--- src/hdl/tlsf_pkg.sv ---
// Shared constants, types and helper functions of the TLSF class bitmap engine.
package tlsf_pkg;

  localparam int FlClasses  = 24;
  localparam int SlLog2     = 5;
  localparam int AlignLog2  = 4;
  localparam int CountWidth = 16;

  localparam int SlCount    = 1 << SlLog2;
  localparam int FlShift    = SlLog2 + AlignLog2;
  localparam int NumClasses = FlClasses * SlCount;
  localparam int IdxW       = $clog2(NumClasses);
  localparam int FlIdxW     = $clog2(FlClasses);

  localparam int ValW    = 35;
  localparam int MsbW    = 6;
  localparam int FlW     = 5;
  localparam int SlW     = 5;
  localparam int StatusW = 3;

  localparam int AlignMask = (1 << AlignLog2) - 1;
  localparam int MinUser   = 16;
  localparam int GapMin    = 32;

  localparam int QDepth = 2;
  localparam int QPtrW  = $clog2(QDepth);

  localparam logic [ValW-1:0]       SmallSize = ValW'(1) << FlShift;
  localparam logic [CountWidth-1:0] CountMax  = '1;

  typedef enum logic [1:0] {
    FuncInsert = 2'd0,
    FuncRemove = 2'd1,
    FuncSearch = 2'd2,
    FuncNone   = 2'd3
  } func_e;

  typedef enum logic [StatusW-1:0] {
    StatOk       = 3'd0,
    StatNoFit    = 3'd1,
    StatZero     = 3'd2,
    StatEmpty    = 3'd3,
    StatOverflow = 3'd4
  } status_e;

  typedef enum logic {
    StClear,
    StRun
  } back_state_e;

  typedef struct packed {
    func_e             func;
    logic              zero;
    logic              oversize;
    logic [FlW-1:0]    fl;
    logic [SlLog2-1:0] sl;
  } class_req_t;

  // Position of the leading one; zero for a zero word.
  function automatic logic [MsbW-1:0] msb_pos(input logic [ValW-1:0] v);
    logic [MsbW-1:0] n;
    n = '0;
    for (int i = 0; i < ValW; i++) begin
      if (v[i]) n = MsbW'(i);
    end
    return n;
  endfunction

  // Position of the lowest one; zero for a zero word.
  function automatic logic [4:0] lowest_set(input logic [31:0] v);
    logic [4:0] n;
    n = '0;
    for (int i = 31; i >= 0; i--) begin
      if (v[i]) n = 5'(i);
    end
    return n;
  endfunction

endpackage

--- src/hdl/tlsf_front.sv ---
// Front end: size rounding and class mapping of each request.
module tlsf_front import tlsf_pkg::*; (
  input  logic             clk_i,
  input  logic             rst_ni,
  input  logic             accept_i,
  input  logic [1:0]       func_i,
  input  logic [31:0]      byte_size_i,
  input  logic [4:0]       align_log2_i,
  output logic             ready_o,
  output logic             push_o,
  output class_req_t       push_data_o,
  input  logic             full_i
);

  logic            s1_valid_q, s1_valid_d, s1_zero_q;
  func_e           s1_func_q;
  logic [ValW-1:0] s1_val_q, s1_val_d;
  logic            s2_valid_q, s2_valid_d, s2_zero_q;
  func_e           s2_func_q;
  logic [ValW-1:0] s2_val_q, s2_val_d;
  logic            s1_move, s2_move;
  logic [MsbW-1:0] f1, f2, fl_full;
  logic [ValW-1:0] rnd, shifted;

  assign s2_move = s2_valid_q & ~full_i;
  assign s1_move = s1_valid_q & (~s2_valid_q | s2_move);
  assign ready_o = ~s1_valid_q | s1_move;

  // For searches, round to the alignment grain, apply minimum and gap.
  always_comb begin
    rnd = (ValW'(byte_size_i) + ValW'(AlignMask)) & ~ValW'(AlignMask);
    if (rnd < ValW'(MinUser)) rnd = ValW'(MinUser);
    if (align_log2_i > 5'(AlignLog2)) begin
      rnd = rnd + (ValW'(1) << align_log2_i) + ValW'(GapMin);
    end
    s1_val_d = (func_e'(func_i) == FuncSearch) ? rnd : ValW'(byte_size_i);
  end

  // Round a large search size up to the next class boundary.
  always_comb begin
    f1       = msb_pos(s1_val_q);
    s2_val_d = s1_val_q;
    if (s1_func_q == FuncSearch && s1_val_q >= SmallSize) begin
      s2_val_d = s1_val_q + ((ValW'(1) << (f1 - MsbW'(SlLog2))) - ValW'(1));
    end
  end

  // Map the size to its first- and second-level class.
  always_comb begin
    f2      = msb_pos(s2_val_q);
    shifted = s2_val_q >> (f2 - MsbW'(SlLog2));
    fl_full = f2 - MsbW'(FlShift - 1);
    push_data_o.func = s2_func_q;
    push_data_o.zero = s2_zero_q;
    if (s2_val_q < SmallSize) begin
      push_data_o.fl       = '0;
      push_data_o.sl       = s2_val_q[AlignLog2 +: SlLog2];
      push_data_o.oversize = 1'b0;
    end else begin
      push_data_o.fl       = fl_full[FlW-1:0];
      push_data_o.sl       = shifted[SlLog2-1:0];
      push_data_o.oversize = fl_full >= MsbW'(FlClasses);
    end
  end

  assign push_o = s2_valid_q;

  always_comb begin
    s1_valid_d = s1_valid_q;
    if (accept_i)     s1_valid_d = 1'b1;
    else if (s1_move) s1_valid_d = 1'b0;
    s2_valid_d = s2_valid_q;
    if (s1_move)      s2_valid_d = 1'b1;
    else if (s2_move) s2_valid_d = 1'b0;
  end

  always_ff @(posedge clk_i or negedge rst_ni) begin
    if (!rst_ni) begin
      s1_valid_q <= 1'b0;
      s2_valid_q <= 1'b0;
    end else begin
      s1_valid_q <= s1_valid_d;
      s2_valid_q <= s2_valid_d;
    end
  end

  always_ff @(posedge clk_i) begin
    if (accept_i) begin
      s1_func_q <= func_e'(func_i);
      s1_zero_q <= (byte_size_i == '0);
      s1_val_q  <= s1_val_d;
    end
    if (s1_move) begin
      s2_func_q <= s1_func_q;
      s2_zero_q <= s1_zero_q;
      s2_val_q  <= s2_val_d;
    end
  end

endmodule

--- config.mk ---
export PLATFORM = sky130hd
export DESIGN_NAME = tlsf_front
export DESIGN_NICKNAME = d
export VERILOG_FILES = /design/src/hdl/tlsf_pkg.sv /design/src/hdl/tlsf_front.sv
export SDC_FILE = /design/constraint.sdc
export NUM_CORES = 1
export LEC_CHECK = 0
export BUFFER_PORTS_ARGS = -buffer_cell sky130_fd_sc_hd__buf_2
export CORE_MARGIN = 5
export CORE_UTILIZATION = 45
export DETAILED_ROUTE_END_ITERATION = 8
export GPL_ROUTABILITY_DRIVEN = 1
export PLACE_DENSITY = 0.69
export SYNTH_ARGS = -nofsm -noshare
export SYNTH_HDL_FRONTEND = slang
export SYNTH_SLANG_ARGS = --single-unit
--- constraint.sdc ---
create_clock -name clk_i -period 4.4 [get_ports clk_i]
set_input_delay 0 -clock clk_i [delete_from_list [all_inputs] [get_ports clk_i]]
set_output_delay 0 -clock clk_i [all_outputs]
set_load 0.01 [all_outputs]
== Word-level counts from Yosys, hierarchy flattened ==
Cells that the tools add are included.
W data, S select, Z words.

* Register bits after elaboration: 78
* Bits in latches: 0
* Bits in writable memories: 0
* Bits in read-only memories: 0
* Bits of input ports: 43
* Output and inout port bits: 16
* Logic and storage cells: 115
* Memories kept: 0

* Add/sub/neg operators: 8
* $mul: 0
* Divide/modulo/power cells: 0
* Magnitude comparators: 5
* Equality and inequality tests: 2
* Shift operators: 3
* Multiplexer cells: 77
* Bitwise operators: 7
* Reduce and logical (&&, ||, !) cells: 4

{| class="wikitable"
|+ Operators by type and width
! cell !! count
|-
| $mux W6 || 66
|-
| $mux W35 || 2
|-
| $add A33 B35 Y35 || 1
|-
| $add A35 B35 Y35 || 1
|-
| $add A35 B6 Y35 const B || 1
|-
| $ge A35 B10 Y1 const B || 1
|-
| $lt A35 B10 Y1 const B || 1
|-
| $shl A1 B5 Y35 const A || 1
|-
| $shl A1 B6 Y35 const A || 1
|-
| $shr A35 B6 Y5 || 1
|-
| $sub A35 B1 Y35 const B || 1
|-
| $add A32 B4 Y33 const B || 1
|-
| $lt A33 B5 Y1 const B || 1
|-
| $mux W33 || 1
|-
| $logic_not A32 Y1 || 1
|-
| $mux W32 || 1
|-
| $sub A6 B3 Y6 const B || 2
|-
| $mux W11 || 1
|-
| $ge A6 B5 Y1 const B || 1
|-
| $mux W1 || 6
|-
| $sub A6 B4 Y6 const B || 1
|-
| $gt A5 B3 Y1 const B || 1
|-
| $eq A2 B2 Y1 const B || 2
|-
| $reduce_bool A2 Y1 || 2
|-
| 4 further kinds || 8
|}

== Longest topological paths before layout ==
* Depth in word-level cells: 39
* Mapped depth: 25
* Gate-level depth less buffers: 23

== Worst setup path after synthesis ==
Ideal clock, no wire load.

* Kind: reg2reg
* Start: register s1_val_q[4]
* End: register s2_val_q[33] (data pin)
* Setup time: 0.271 ns
* Arrival time: 4.454 ns
* Data required time: 4.129 ns
* Setup slack: -0.325 ns
* Cell stages (with the launch flop): 23
* Buffers on the path: 0
* Period minus slack after synthesis: 4.725 ns
* Cells stage by stage: edfxtp_1 > o311ai_0 > a311oi_1 > o311ai_0 > a31oi_1 > o21ai_0 > o21ai_0 > mux2_2 > nand2_1 > ha_1 > inv_1 > ha_1 > inv_1 > fa_1 > nand2b_1 > a21oi_1 > a21oi_1 > a21boi_1 > o211ai_1 > a211o_1 > a21oi_1 > a2111o_1 > o221ai_1

* Longest elaborated chain between the ends: 36
* Elaborated cells between the ends (all ways): 38
* Those cells by class: add/sub (3); order compare (1); shift (1); mux (32); reduce/logical (1)

{| class="wikitable"
|+ Ends and longest elaborated chain
! item !! RTL line !! RTL
|-
| start, declared || tlsf_front.sv:17 || <nowiki>logic [ValW-1:0] s1_val_q, s1_val_d;</nowiki>
|-
| start signal, assigned || tlsf_front.sv:91 || <nowiki>s1_val_q <= s1_val_d;</nowiki>
|-
| $mux W6 (31 in a row) || tlsf_pkg.sv:64 || <nowiki>if (v[i]) n = MsbW'(i);</nowiki>
|-
| $sub A6 B3 Y6 || tlsf_front.sv:44 || <nowiki>s2_val_d = s1_val_q + ((ValW'(1) << (f1 - MsbW'(SlLog2))) - ValW'(1));</nowiki>
|-
| $shl A1 B6 Y35 || tlsf_front.sv:44 ||
|-
| $sub A35 B1 Y35 || tlsf_front.sv:44 ||
|-
| $add A35 B35 Y35 || tlsf_front.sv:44 ||
|-
| $mux W35 (*) || tlsf_front.sv:43 || <nowiki>if (s1_func_q == FuncSearch && s1_val_q >= SmallSize) begin</nowiki>
|-
| via s2_val_d[33] || tlsf_front.sv:20 || <nowiki>logic [ValW-1:0] s2_val_q, s2_val_d;</nowiki>
|-
| end signal, assigned || tlsf_front.sv:96 || <nowiki>s2_val_q <= s2_val_d;</nowiki>
|-
| end, declared || tlsf_front.sv:20 ||
|}

The timed path passes the listed nets; every way through them passes the cells marked *.
A chain may end at the register's enable or synchronous reset.

== Worst setup path after layout ==
* Start: register s1_val_q[4]
* End: register s2_val_q[31] (data pin)

The elaborated chain is that of the path after synthesis.

==> impl_metrics.json <==
{
  "grt_pass1_vias": 10800,
  "cts_sinks": 77,
  "grtUsageTotal": 0.238,
  "grt_max_degree": 39,
  "tritoncts": "done",
  "synth_largest_area_cell": "edfxtp_1",
  "drc": 0,
  "io_pins": 59,
  "ys_warn_count": 0,
  "yosysMostFrequentCell": "inv_1",
  "instances_no_fill": 1914,
  "yosys.area.top_type_share": 0.207,
  "async_reset_ff_frac": 0.0260,
  "antennaDiodeCount": 0,
  "failed_checks": "setup timing",
  "dp.final_hpwl_mm": 24.9,
  "start_kind": "flip-flop",
  "ant_nets": 0,
  "synth.distinct_cells": 99,
  "vias_per_cell": 5.77,
  "cap_violations": 0,
  "finalInstanceArea_um2": 14200,
  "wl_per_cell_um": 17.4,
  "synth-edff-count": 75,
  "avgSynthCellArea_um2": 8.10,
  "die_h_um": 165,
  "drt_iter0_drc": 984,
  "fin_ws_ps": -617,
  "p_per_area_nw_per_um2": 293,
  "insertion_delay_ps": 350,
  "synth_area_um2": 10900,
  "max-vdd-ir-drop_v": 0.000189,
  "slowest_stage": "edfxtp_1",
  "placed_area_um2": 12800,
  "dr.pass1.iters": 6,
  "coreArea_um2": 23600,
  "place_congestion": 0.949,
  "rsz0062_at_grt": "true",
  "fin_crit_sh": 1.14,
  "num_vias": 11000,
  "relSlewSlack": 0.205,
  "synth_area_leaders": "edfxtp_1 21%, ha_1 15%, inv_1 4.9%",
  "hold_viol": 0,
  "critical-path-max-stage-delay_ps": 430,
  "finalSetupViolCount": 23,
  "worstSetupPathType": "flip-flop to flip-flop",
  "clk_transition_reported_paths_ps": 60,
  "synth_flop_cell": "edfxtp_1",
  "path_cells": "o311ai_4, a311oi_2, o311ai_1, a31oi_1, o21ai_1, buf_4, o21ai_4, mux2_4, nand2_2, ha_4, inv_4, ha_4, inv_4, fa_2, nand2b_4, a21oi_4, a21oi_2, a21boi_2, o211ai_1, buf_4, a211o_1, a211oi_2, o21a_1, o31ai_1",
  "grt_pass1_wl_mm": 52.9,
  "cts_max_path_buffers": 2,
  "synth_common_cells": "142 x inv_1, 139 x nand2_1, 126 x ha_1, 121 x nor2_1, 93 x o21ai_0",
  "wl_mm": 33.3,
  "htree_levels": 3,
  "cp.required_ps": 4480,
  "placed_cells": 1857,
  "ys_seq_area_frac": 0.212,
  "hold_path_class": "primary input to flip-flop",
  "port_buffers": 58,
  "maxSlewViolCount": 0,
  "final.setup_skew_ps": 9.29,
  "cp.arrival_ps": 5100,
  "num_rows": 56,
  "final.setup.tns_ps": -9560,
  "drive_above_1_share": 0.288,
  "overflow": 0,
  "syn_to_final_growth_pct": 30.5,
  "worstMarginPinSlew_ps": 1190,
  "status": "complete, but fails checks",
  "cp_max_fo": 4,
  "antenna_found_initial": 0,
  "die_w_um": 165,
  "cts_buffers": 9,
  "die-area_um2": 27400,
  "fmaxAchievable_mhz": 199,
  "ys_seq_elements": 77,
  "final_util": 0.600,
  "post-route-min-period_ps": 5020,
  "syn_inst": 1342,
  "power.leakage_nw": 6.30,
  "cts_root_buffer": "clkbuf_16",
  "start_util": 0.460,
  "nNetsFinal": 1761,
  "cp-end-kind": "flip-flop"
}
==> flip-flops by register name, summed over array words and instances (netlist names) <==
register	cells
s2_zero_q	1
s1_valid_q	1
s2_func_q	2
s1_val_q	34
push_o	1
s1_zero_q	1
s2_val_q	35
s1_func_q	2
==> per-layer routing <==
layer	up-vias	global-route usage	routed length, µm
met5	-	0	0
met4	0	0.102	1320
li1	5392	-	-
met2	384	0.420	16300
met1	5171	0.301	14200
met3	94	0.0132	1410
==> worst max-delay path: cells and delay by family, from the launching register on <==
kind / cells / cell delay [ps]
AO/OA/AOI/OAI: 14 / 2570
adder cells (fa/ha/maj): 3 / 720
buffers and inverters: 4 / 450
flip-flops: 1 / 430
multiplexers: 1 / 330
AND/OR/NAND/NOR: 2 / 250
==> layout by cell type (no fill, tap or decap), drive strengths merged, types with 23 or more instances in the layout <==
| master | count |
|---|---|
| nor2 | 122 |
| xnor2 | 48 |
| nand2b | 23 |
| o21ai | 101 |
| buf | 279 |
| nand3 | 31 |
| inv | 143 |
| mux4 | 24 |
| a21o | 24 |
| edfxtp | 75 |
| ha | 126 |
| xor2 | 27 |
| a21oi | 89 |
| nand2 | 140 |
==> what timing repair did <==
| item | 4_1_cts | 5_1_grt |
|---|---|---|
| gates resized for setup | 99 | 58 |
| buffers inserted | 21 | 15 |
| hold buffers | 8 | 0 |
| setup endpoints to repair | 32 | 35 |
| endpoints found under the hold margin | 9 | 0 |
| pin swaps | 61 | 54 |
==> cells by family after synthesis <==
kind of cell / count (synthesis) / synth area share
compound gates: 373 / 0.229
xor+xnor: 75 / 0.0605
fa+ha+maj: 128 / 0.149
buf+inv: 197 / 0.0760
flops: 77 / 0.212
mux: 43 / 0.0703
other cells: 1 / 0.000345
simple gates: 448 / 0.204
==> area by class of cell <==
class | instances | area [µm²]
flip-flops and latches | 77 | 2300
fillers | 2019 | 9430
repair buffers | 287 | 2070
inverters | 143 | 544
well taps | 319 | 399
clock buffers | 10 | 229
clock inverters | 6 | 111
multi-input cells | 1072 | 8520
==> final timing paths <==
kind                                     end             from  slack [ps]  depth (start not counted)
min in group asynchronous         s1_valid_q           rst_ni         500                          3
worst min-delay path            s1_val_q[20]  byte_size_i[20]          30                          2
worst min register to register     s2_zero_q        s1_zero_q         450                          0
max in group asynchronous             push_o           rst_ni        3780                          3
worst max-delay path            s2_val_q[31]      s1_val_q[4]        -620                         24
worst max register to register  s2_val_q[31]      s1_val_q[4]        -620                         24
==> through the flow <==
stage | worst slack (ps) | hold slack [ps] | power [mW]
after detailed placement | -737 | -213 | 2.98
after global routing | -868 | 34.3 | 4.39
after CTS | -292 | 28.5 | 3.98
after floorplan | -83.9 | -296 | 2.34
final | -617 | 31.6 | 4.16
after global placement | -739 | -215 | 2.94
==> report_power, final <==
group	switching (mW)	internal (mW)	total, mW
Sequential	0.106	0.917	1.02
Combinational	1.19	1.10	2.29
Clock	0.295	0.554	0.849
Note: power is estimated with default switching activity, not from simulation.
