## src/hdl/tlsf_pkg.sv

```systemverilog
// Shared constants, types and helper functions of the TLSF class bitmap engine.
package tlsf_pkg;

  localparam int FlClasses  = 24;
  localparam int SlLog2     = 5;
  localparam int AlignLog2  = 4;
  localparam int CountWidth = 16;

  localparam int SlCount    = 1 << SlLog2;
  localparam int FlShift    = SlLog2 + AlignLog2;
  localparam int NumClasses = FlClasses * SlCount;
  localparam int IdxW       = $clog2(NumClasses);
  localparam int FlIdxW     = $clog2(FlClasses);

  localparam int ValW    = 35;
  localparam int MsbW    = 6;
  localparam int FlW     = 5;
  localparam int SlW     = 5;
  localparam int StatusW = 3;

  localparam int AlignMask = (1 << AlignLog2) - 1;
  localparam int MinUser   = 16;
  localparam int GapMin    = 32;

  localparam int QDepth = 2;
  localparam int QPtrW  = $clog2(QDepth);

  localparam logic [ValW-1:0]       SmallSize = ValW'(1) << FlShift;
  localparam logic [CountWidth-1:0] CountMax  = '1;

  typedef enum logic [1:0] {
    FuncInsert = 2'd0,
    FuncRemove = 2'd1,
    FuncSearch = 2'd2,
    FuncNone   = 2'd3
  } func_e;

  typedef enum logic [StatusW-1:0] {
    StatOk       = 3'd0,
    StatNoFit    = 3'd1,
    StatZero     = 3'd2,
    StatEmpty    = 3'd3,
    StatOverflow = 3'd4
  } status_e;

  typedef enum logic {
    StClear,
    StRun
  } back_state_e;

  typedef struct packed {
    func_e             func;
    logic              zero;
    logic              oversize;
    logic [FlW-1:0]    fl;
    logic [SlLog2-1:0] sl;
  } class_req_t;

  // Position of the leading one; zero for a zero word.
  function automatic logic [MsbW-1:0] msb_pos(input logic [ValW-1:0] v);
    logic [MsbW-1:0] n;
    n = '0;
    for (int i = 0; i < ValW; i++) begin
      if (v[i]) n = MsbW'(i);
    end
    return n;
  endfunction

  // Position of the lowest one; zero for a zero word.
  function automatic logic [4:0] lowest_set(input logic [31:0] v);
    logic [4:0] n;
    n = '0;
    for (int i = 31; i >= 0; i--) begin
      if (v[i]) n = 5'(i);
    end
    return n;
  endfunction

endpackage

```

## src/hdl/tlsf_queue.sv

```systemverilog
// Short queue of mapped requests between the front and back ends.
module tlsf_queue import tlsf_pkg::*; (
  input  logic       clk_i,
  input  logic       rst_ni,
  input  logic       push_i,
  input  class_req_t data_i,
  input  logic       pop_i,
  output class_req_t data_o,
  output logic       valid_o,
  output logic       full_o
);

  class_req_t       entries_q [QDepth];
  logic [QPtrW-1:0] wr_ptr_q, rd_ptr_q;
  logic [QPtrW:0]   cnt_q;
  logic             do_push, do_pop;

  assign valid_o = cnt_q != '0;
  assign full_o  = cnt_q == (QPtrW+1)'(QDepth);
  assign do_push = push_i & ~full_o;
  assign do_pop  = pop_i & valid_o;
  assign data_o  = entries_q[rd_ptr_q];

  always_ff @(posedge clk_i or negedge rst_ni) begin
    if (!rst_ni) begin
      wr_ptr_q <= '0;
      rd_ptr_q <= '0;
      cnt_q    <= '0;
    end else begin
      if (do_push) wr_ptr_q <= wr_ptr_q + 1'b1;
      if (do_pop)  rd_ptr_q <= rd_ptr_q + 1'b1;
      cnt_q <= cnt_q + (QPtrW+1)'(do_push) - (QPtrW+1)'(do_pop);
    end
  end

  always_ff @(posedge clk_i) begin
    if (do_push) entries_q[wr_ptr_q] <= data_i;
  end

endmodule

```

## config.mk

```make
export PLATFORM = sky130hd
export DESIGN_NAME = tlsf_queue
export DESIGN_NICKNAME = d
export VERILOG_FILES = /design/src/hdl/tlsf_pkg.sv /design/src/hdl/tlsf_queue.sv
export SDC_FILE = /design/constraint.sdc
export NUM_CORES = 1
export LEC_CHECK = 0
export BUFFER_PORTS_ARGS = -buffer_cell sky130_fd_sc_hd__buf_4
export CAP_MARGIN = 40
export CORE_MARGIN = 4
export CORE_UTILIZATION = 40
export CTS_CLUSTER_SIZE = 20
export DETAILED_ROUTE_END_ITERATION = 8
export GPL_TIMING_DRIVEN = 1
export PLACE_DENSITY = 0.75
export SKIP_LAST_GASP = 1
export SYNTH_ARGS = -nofsm -noshare
export SYNTH_HDL_FRONTEND = slang
export SYNTH_SLANG_ARGS = --single-unit
```

## constraint.sdc

```tcl
create_clock -name clk_i -period 2.25 [get_ports clk_i]
set_clock_uncertainty 0.05 [all_clocks]
set_input_delay 0.3375 -clock clk_i [delete_from_list [all_inputs] [get_ports clk_i]]
set_output_delay 0.3375 -clock clk_i [all_outputs]
set_load 0.03 [all_outputs]
```

---- Word-level counts from Yosys, hierarchy flattened ----
Memory sizes are Yosys's and may differ from the RTL's.
Cells that the tools add are included.
storage, ports and cells
  flip-flop bits (word level) ............. 4
  memory bits (writable) .................. 28
  input port bits ......................... 18
  output and inout bits ................... 16
  word-level logic and storage cells ...... 15
  memories kept ........................... 1
operators by class
  add/sub/neg operators ................... 4
  equal/unequal tests ..................... 1
  multiplexer cells ....................... 2
  bitwise logic cells ..................... 3
  reductions and logical operators ........ 1
memory list
  name       depth  bits a word  rd ports  clocked after Yosys merged registers in  write ports  RTL line          source
  entries_q  2      14           1         0                                        1            tlsf_queue.sv:13  class_req_t entries_q [QDepth];
operators by type and width
  operator                               count
  adder 1 bit (second input constant)    2
  adder 2 x 1 -> 2 bit                   1
  AND 1 bit                              2
  == test 2 bit (second input constant)  1
  two-way mux 1 bit                      2
  nonzero test 2 bit                     1
  subtractor 2 x 1 -> 2 bit              1
  inverter 1 bit                         1

---- Logic depth before layout (Yosys ltp) ----
Gate-level depths: netlist (run 1).
  word-level depth ........................ 5
  mapped depth ............................ 7
  gate-level depth less buffers ........... 7

---- Least setup slack after synthesis (run 1) ----
No wires, ideal clock.
  kind .................................... register to register
  start point ............................. reg cnt_q[1]
  end point ............................... reg cnt_q[1]
  setup time .............................. 123 ps
  arrival ................................. 1559 ps
  required time ........................... 2077 ps
  slack ................................... 518 ps
  stages on the path, launching flop included .. 8
  buffers on the path ..................... 0
  clock period less this slack ............ 1732 ps
  cells stage by stage .................... dfrtp_1 > or2_4 > and2_4 > ha_1 > inv_1 > ha_1 > xnor2_1 > xnor2_1
between the ends
  elaborated cells on any way between the ends .. 7
  those cells by class .................... add/sub (2); eq/ne (1); bitwise (3); reduce/logical (1)
RTL lines
  element                    RTL line          source
  start: declaration         tlsf_queue.sv:15  logic [QPtrW:0] cnt_q;
  start signal: assignment   tlsf_queue.sv:32  cnt_q <= cnt_q + (QPtrW+1)'(do_push) - (QPtrW+1)'(do_pop);
  nonzero test 2 bit         tlsf_queue.sv:18  assign valid_o = cnt_q != '0;
  via valid_o                tlsf_queue.sv:9   output logic valid_o,
  AND 1 bit                  tlsf_queue.sv:21  assign do_pop = pop_i & valid_o;
  via do_pop                 tlsf_queue.sv:16  logic do_push, do_pop;
  subtractor 2 x 1 -> 2 bit  tlsf_queue.sv:32
The timed path passes the listed nets, and every way through them passes these cells.
A chain may end at the register's enable or synchronous reset.

==> metrics.md, run 1 <==
| Metric | Value |
|---|---|
| Hold Slack | 0.145 ns |
| Mean Syn Cell Area | 20.3 um2 |
| Final setup viols | 0 |
| Slew margin rel. | 54.6% |
| CTS buffer count | 5 |
| Commonest non-fill, non-tap cells in the layout | buf_4, edfxtp_1, mux2_4 |
| Global-route wire length before repair | 3140 um |
| Post-synth top area cell | edfxtp_1 |
| Maximum clock rate | 0.482 GHz |
| Synth Instances | 62 |
| CP Data Arrival Time | 1.69 ns |
| First drt pass iteration count | 4 |
| Required time worst endpoint | 1.86 ns |
| Clock sinks | 32 |
| Clk buf depth | 2 |
| Ant diodes | 0 |
| Ratio of cells with drive above 1 in the final layout | 55.2% |
| Worst Setup Start Kind | flop |
| Die Width | 64.0 um |
| 1st-iter DRT viols | 25 |
| Core area | 3030 um2 |
| Final period util | 92.2% |
| Chip height | 64.0 um |
| Simple-gate share of the synthesized area | 2.99% |
| Largest net degree at the start of global routing | 15 |
| Adder-Cell Fraction of Synth Area | 1.99% |
| IO Count | 34 |
| Hold Path Class | input port to flop |
| Total Routing Usage GR | 10.5% |
| Yosys reg bits | 32 |
| Register area share after synthesis | 74.9% |
| Netlist cell types | 16 |
| Layout area overhead | 29.9% |
| Yosys Warn Count | 0 |
| Crit-path max FO | 10 |
| Routability cong. | 0.648 |
| Power Dens Cells | 1340 nW/um2 |
| Most common cell after layout, fill and taps aside | buf_4 |
| Number of vias per cell | 4.32 |
| CTS clk-pin slew, worst paths | 0.10 ns |
| Net Count, Synth | 82 |
| Final Hold Vio Count | 0 |
| Total routed wirelength | 1920 um |
| Final Max Tran Viols | 0 |
| TNS Setup | 0 ns |
| WS Path Type | flop to output pin |
| CTS tree | yes |
| Vias | 644 |
| Post-synthesis xor/xnor area fraction | 2.79% |
| Initial Util | 41.5% |
| Post-DRT Antenna Nets | 0 |
| Post-CTS setup buffers | 0 |
| Total congestion overflow | 0 |
| CTS Root Cell | clkbuf_4 |
| Maximum VDD drop | 0.000659 V |
| Worst Hold Depth | 1 |
| Compound-cell area share of the yosys netlist | 0% |
| Mux share of post-synthesis cell area | 15.2% |
| Vias in the first global route | 675 |
| H-tree depth | 2 |
| Lkg Pwr | 0.671 nW |
| Top cell type's share of synthesized area | 66.9% |
| Initial antenna violation count | 0 |
| Crit. End Element | output pin |
| Mapped Area | 1260 um2 |
| Min Tclk post-route | 2.08 ns |
| Least-Margin Pin Slew | 0.681 ns |
| Main combinational cell family by area after synthesis | multiplexers |
| Synth top area cells | edfxtp_1, mux2_4, dfrtp_1 |
| Wire per inst | 12.9 um |
| Outcome | finished, final reports clean |
| DIE AREA | 4100 um2 |
| RSZ-0062 raised after global routing | false |
| Reg2Reg Depth | 7 |
| Worst skew pair latency | 0.32 ns |
| Core Rows | 20 |
| Port Buffers | 33 |
| Residual DRC count | 0 |
| Final #Nets | 124 |
| MaxCap Viol Count | 0 |
## where the power goes
group / leakage [nW] / switching (mW) / internal (mW)
clock: 0.0329 / 0.177 / 0.150
combinational: 0.332 / 0.506 / 0.448
sequential: 0.307 / 0.0869 / 0.822
total: 0.671 / 0.770 / 1.42
## per-layer routing
metal | track usage [%] | routed length, um | vias up | share of wire [%]
li1 | - | - | 313 | -
met1 | 12.0 | 777 | 299 | 41
met2 | 15.7 | 937 | 28 | 49
met3 | 5.45 | 180 | 4 | 9.4
met4 | 5.66 | 23 | 0 | 1.2
met5 | 0 | 0 | - | 0
## cell families after synthesis
family        count (synthesis)
mux                          14
xor+xnor                      4
fa+ha+maj                     2
simple gates                  6
flops                        32
buf+inv                       4
## sequential cells by signal, summed over array words and instances, names as in the netlist
| register | count |
|---|---|
| cnt_q | 2 |
| wr_ptr_q | 1 |
| rd_ptr_q | 1 |
| entries_q | 28 |
## area by class of cell
class / instances / area, um2
fill: 248 / 1400
tap: 44 / 55.1
clock inverter: 1 / 3.75
sequential: 32 / 941
timing repair buffer: 37 / 280
clock buffer: 7 / 55.1
multi-input combinational: 26 / 289
inverter: 2 / 7.51
## what timing repair did
action | in CTS | in global routing
hold endpoints to repair | 4 | 0
resized for setup | 0 | 0
hold buffers | 1 | 0
## metrics by stage
step	util [%]	power, mW	std cells	worst slack (ns)	area (um2)
floorplan	-	1.59	62	0.518	1260
global placement	51.6	1.87	140	0.526	1560
detailed placement	51.6	1.89	140	0.494	1560
CTS	53.9	2.22	149	0.134	1630
global route	53.9	2.32	149	0.0448	1630
finish	53.9	2.19	149	0.175	1630
## synthesized netlist by cell type
| cell type | instances |
|---|---|
| and2_4 | 1 |
| and3_1 | 1 |
| buf_4 | 1 |
| buf_6 | 1 |
| dfrtp_1 | 4 |
| edfxtp_1 | 28 |
| ha_1 | 2 |
| inv_1 | 2 |
| mux2_2 | 5 |
| mux2_4 | 9 |
| nand2_1 | 1 |
| nand2b_1 | 1 |
| nor2_1 | 1 |
| or2_4 | 1 |
| xnor2_1 | 3 |
| xor2_1 | 1 |
## final timing paths
check / end / slack (ns) / startpoint
max: data_o[13] / 0.17 / rd_ptr_q$_DFFE_PN0P_
min: entries_q[0][11]$_DFFE_PP_ / 0.14 / data_i[11]
max reg2reg: cnt_q[1]$_DFF_PN0_ / 0.47 / cnt_q[1]$_DFF_PN0_
min reg2reg: wr_ptr_q$_DFFE_PN0P_ / 0.46 / wr_ptr_q$_DFFE_PN0P_
max in group asynchronous: cnt_q[1]$_DFF_PN0_ / 1.76 / rst_ni
min in group asynchronous: cnt_q[0]$_DFF_PN0_ / 0.29 / rst_ni
## worst max-delay path, cell delays in order, from the launching register on
cell and delay, ns:
dfrtp_1 0.63, buf_4 0.26, mux2_4 0.31, buf_4 0.17
(Power assumes the default switching activity.)
==> inputs of run 2 (changes only) <==
Settings changed: CELL_PAD_IN_SITES_DETAIL_PLACEMENT from default to 2, CELL_PAD_IN_SITES_GLOBAL_PLACEMENT from default to 2, CORE_UTILIZATION 40 to 36, PLACE_DENSITY 0.75 to 0.87.
==> metrics.md, run 2 (same netlist as run 1, synthesis figures left out) <==
| Metric | Value |
|---|---|
| Die Width | 67.1 um |
| Reg2Reg Depth | 7 |
| Slew margin rel. | 54.8% |
| RSZ-0062 raised after global routing | false |
| MaxCap Viol Count | 0 |
| CTS clk-pin slew, worst paths | 0.10 ns |
| Pre-CTS setup slack | 0.420 ns |
| Reg2reg start | cnt_q[1]$_DFF_PN0_ |
| WL met1 | 888 um |
| CTS buffer count | 5 |
| H-tree depth | 2 |
| Lkg Pwr | 0.666 nW |
| Placed instance area | 1570 um2 |
| Layout Utilization | 48.3% |
| Crit-path max FO | 14 |
| Vias in the first global route | 782 |
| TNS Setup | 0 ns |
| Uppermost layer routed | met4 |
| CP Data Arrival Time | 1.53 ns |
| Final #Nets | 124 |
| Total routed wirelength | 2540 um |
| Ant diodes | 0 |
| Metal3 WL | 177 um |
| WS Path Type | flop to output pin |
| 1st-iter DRT viols | 14 |
| CP Launch Point | rd_ptr_q$_DFFE_PN0P_ |
| Detail Placement HPWL | 1890 um |
| Clk buf depth | 2 |
| Max FFs per register | 28 |
| Setup slack, reg-to-reg | 0.41 ns |
| Ratio of cells with drive above 1 in the final layout | 54.3% |
| Core area | 3360 um2 |
| Fill count | 330 |
| Hold Path Class | input port to flop |
| DIE AREA | 4500 um2 |
| CTS tree | yes |
| Worst skew pair latency | 0.32 ns |
| Total Routing Usage GR | 13.1% |
| Final worst-path setup slack | 0.330 ns |
| Power Total | 2.20 mW |
| Maximum clock rate | 0.521 GHz |
| Worst Setup Start Kind | flop |
| Crit. End Element | output pin |
| Residual DRC count | 0 |
| Multi-input gate area | 289 um2 |
| WL met2 | 1440 um |
| Wire per inst | 16.8 um |
| Maximum VDD drop | 0.000551 V |
| Commonest non-fill, non-tap cells in the layout | buf_4, edfxtp_1, mux2_4 |
| Port Buffers | 33 |
| Vias | 680 |
| IO Count | 34 |
| Most common cell after layout, fill and taps aside | buf_4 |
| Power Dens Cells | 1350 nW/um2 |
| Clock sinks | 32 |
| Least-Margin Pin Slew | 0.679 ns |
| Post-CTS resize count | 0 |
| Chip height | 67.1 um |
| Number of vias per cell | 4.50 |
| Global-route wire length before repair | 4000 um |
| Initial antenna violation count | 0 |
| Final period util | 85.3% |
| Top flop regs | entries_q (28), cnt_q (2) |
| Top reg by flops | entries_q |
| Register area | 941 um2 |
| Layout area overhead | 29.3% |
| CP endpoint | data_o[2] |
| Initial Util | 37.4% |
| Required time worst endpoint | 1.86 ns |
| CTS Root Cell | clkbuf_4 |
| Routability cong. | 0.661 |
| Total congestion overflow | 0 |
| Design area | 1620 um2 |
| Core Rows | 21 |
| Final Hold Vio Count | 0 |
| Capture point of the worst reg-to-reg path | cnt_q[1]$_DFF_PN0_ |
| First drt pass iteration count | 2 |
| Min Tclk post-route | 1.92 ns |
| Outcome | finished, final reports clean |
| Final setup viols | 0 |
| Final Max Tran Viols | 0 |
| Post-DRT Antenna Nets | 0 |
| Largest net degree at the start of global routing | 15 |
run 2: cell types whose count changed in the layout (fill, tap and decap cells not counted), sizes merged:
cell / delta
clkbuf: -1
clkinv: +1
run 2: final cells by class:
cell class,instances,share of cell area [%]
clock inverters,2,0.462
repair buffers,37,17.3
multi-input cells,26,17.8
inverters,2,0.462
clock buffers,6,2.54
flip-flops and latches,32,57.9
well taps,46,3.54
run 2: metal layers:
layer  GRT usage, %  up-vias
met5              0        -
met4           5.32        0
met3           5.90        5
met2           23.6       23
met1           12.7      337
li1               -      315
run 2: how the worst min path moves through the flow:
stage | startpoint | endpoint | slack (ns) | cells after the start
floorplan | rst_ni | cnt_q[0]$_DFF_PN0_ | -0.008 | 0
global placement | rst_ni | cnt_q[0]$_DFF_PN0_ | 0.09 | 1
detailed placement | rst_ni | cnt_q[0]$_DFF_PN0_ | 0.09 | 1
CTS | data_i[4] | entries_q[1][4]$_DFFE_PP_ | 0.12 | 1
global route | data_i[4] | entries_q[1][4]$_DFFE_PP_ | 0.10 | 1
finish | data_i[0] | entries_q[0][0]$_DFFE_PP_ | 0.14 | 1
run 2: critical path, stage by stage, from the launching register on:
cell	delay, ns
dfrtp_1	0.39
buf_4	0.28
mux2_2	0.37
buf_4	0.17
run 2: what timing repair did:
item | CTS | global route
hold endpoints to repair | 4 | 0
buffers inserted | 0 | 0
hold buffers | 1 | 0
run 2: stage by stage:
stage               std cells  hold WS, ns
floorplan                  62     -0.00809
finish                    151        0.142
global route              151        0.105
global placement          142       0.0858
detailed placement        142       0.0894
CTS                       151        0.124
run 2: power by group:
group	internal [mW]	switching (mW)	leakage, nW
clock network	0.116	0.182	0.0273
logic	0.450	0.566	0.332
registers	0.823	0.0632	0.307
total	1.39	0.811	0.666
==> inputs of run 3 (changes only) <==
Settings changed: CTS_CLUSTER_DIAMETER from default to 200, PLACE_DENSITY 0.87 to 0.72.
==> metrics.md, run 3 (same netlist as run 1, synthesis figures left out) <==
| Metric | Value |
|---|---|
| Outcome | finished, final reports clean |
| Final period util | 80.1% |
| Crit. End Element | output pin |
| Final setup viols | 0 |
| Initial antenna violation count | 0 |
| Layout Utilization | 48.7% |
| CP endpoint | data_o[10] |
| Worst skew pair latency | 0.31 ns |
| Die Width | 67.1 um |
| Vias | 680 |
| Top flop regs | entries_q (28), cnt_q (2) |
| Total Routing Usage GR | 12.6% |
| Total routed wirelength | 2460 um |
| Post-DRT Antenna Nets | 0 |
| Global-route wire length before repair | 3880 um |
| Core Rows | 21 |
| Min Tclk post-route | 1.80 ns |
| Placed cell count | 144 |
| Non-Filler Instances | 152 |
| Port Buffers | 33 |
| Layout area overhead | 30.3% |
| Setup slack, reg-to-reg | 0.48 ns |
| Worst Setup Start Kind | flop |
| Hold Slack | 0.152 ns |
| Number of vias per cell | 4.47 |
| Bufs and invs on worst path | 2 |
| Pre-CTS setup slack | 0.492 ns |
| 1st-iter DRT viols | 16 |
| Maximum clock rate | 0.555 GHz |
| Max FFs per register | 28 |
| Fill count | 342 |
| CTS tree | yes |
| Vias in the first global route | 787 |
| Power Total | 2.21 mW |
| Final Max Tran Viols | 0 |
| Ratio of cells with drive above 1 in the final layout | 56.6% |
| DIE AREA | 4500 um2 |
| Crit path cell chain | buf_4, mux2_2, buf_4 |
| Least-Margin Pin Slew | 0.298 ns |
| CTS clk-pin slew, worst paths | 0.09 ns |
| Crit path depth | 3 |
| Reg2reg start | cnt_q[1]$_DFF_PN0_ |
| Crit-path most repeated cell | buf_4 |
| Final worst-path setup slack | 0.448 ns |
| Slew margin rel. | 80.1% |
| CTS Root Cell | clkbuf_4 |
| Ant diodes | 0 |
| TNS Setup | 0 ns |
| CP Launch Point | rd_ptr_q$_DFFE_PN0P_ |
| Commonest non-fill, non-tap cells in the layout | buf_4, edfxtp_1, mux2_4 |
| Initial Util | 37.4% |
| Final Hold Vio Count | 0 |
| Chip height | 67.1 um |
| CP Data Arrival Time | 1.41 ns |
| Max stage delay on crit path | 0.36 ns |
| Crit-path max FO | 10 |
| Total congestion overflow | 0 |
| Register area | 941 um2 |
| RSZ-0062 raised after global routing | false |
| MaxCap Viol Count | 0 |
| H-tree depth | 2 |
| Power Dens Cells | 1350 nW/um2 |
| Post-CTS resize count | 0 |
| CTS buffer count | 5 |
| WS Path Type | flop to output pin |
| Clock sinks | 32 |
| Maximum VDD drop | 0.000593 V |
| Residual DRC count | 0 |
| First drt pass iteration count | 2 |
| Reg2Reg Depth | 7 |
| Clk buf depth | 2 |
| Routability cong. | 0.663 |
| Required time worst endpoint | 1.86 ns |
| Detail Placement HPWL | 1920 um |
| Core area | 3360 um2 |
| Capture point of the worst reg-to-reg path | cnt_q[1]$_DFF_PN0_ |
| Post-CTS setup buffers | 0 |
| Top reg by flops | entries_q |
| CP top delay family | buffers and inverters |
| Multi-input gate area | 289 um2 |
| IO Count | 34 |
| Hold Path Class | input port to flop |
| Placed instance area | 1580 um2 |
| Final #Nets | 126 |
| Slowest stage cell, crit path | mux2_2 |
| Lkg Pwr | 0.676 nW |
| Most common cell after layout, fill and taps aside | buf_4 |
| Wire per inst | 16.2 um |
| Largest net degree at the start of global routing | 11 |
| Design area | 1640 um2 |
## run 3: worst reg2reg max path, stage by stage (launching register included)
cell and delay (ns):
dfrtp_1 0.42, or2_4 0.26, and2_4 0.16, ha_1 0.26, inv_1 0.04, ha_1 0.18, xnor2_1 0.18, xnor2_1 0.15
## run 3: layer usage
metal	routed length [um]	GRT usage, %	vias up
met1	934	13.4	336
met5	0	0	-
li1	-	-	317
met3	200	6.41	2
met2	1300	20.5	25
met4	19	6.08	0
## run 3: final cells by class
type                    count  share of cell area [%]
well taps                  46                    3.52
repair buffers             39                    18.0
clock inverters             1                   0.306
inverters                   2                   0.459
multi-input cells          26                    17.7
flip-flops and latches     32                    57.5
clock buffers               6                    2.52
## run 3: power breakdown
part	total, mW	internal, mW	switching [mW]
clock network	0.291	0.115	0.176
logic	1.04	0.469	0.571
registers	0.879	0.822	0.0573
## run 3: worst min path at each step
stage,from,to,cells past startpoint
final,data_i[11],entries_q[1][11]$_DFFE_PP_,1
after CTS,data_i[4],entries_q[0][4]$_DFFE_PP_,1
after floorplan,rst_ni,cnt_q[0]$_DFF_PN0_,0
after detailed placement,rst_ni,cnt_q[1]$_DFF_PN0_,1
after global placement,rst_ni,cnt_q[0]$_DFF_PN0_,1
after global routing,data_i[4],entries_q[0][4]$_DFFE_PP_,1
## run 3: what timing repair did
item                                    in CTS  in global routing
endpoints found under the setup margin       0                  0
hold endpoints to repair                     4                  0
hold buffers                                 1                  0
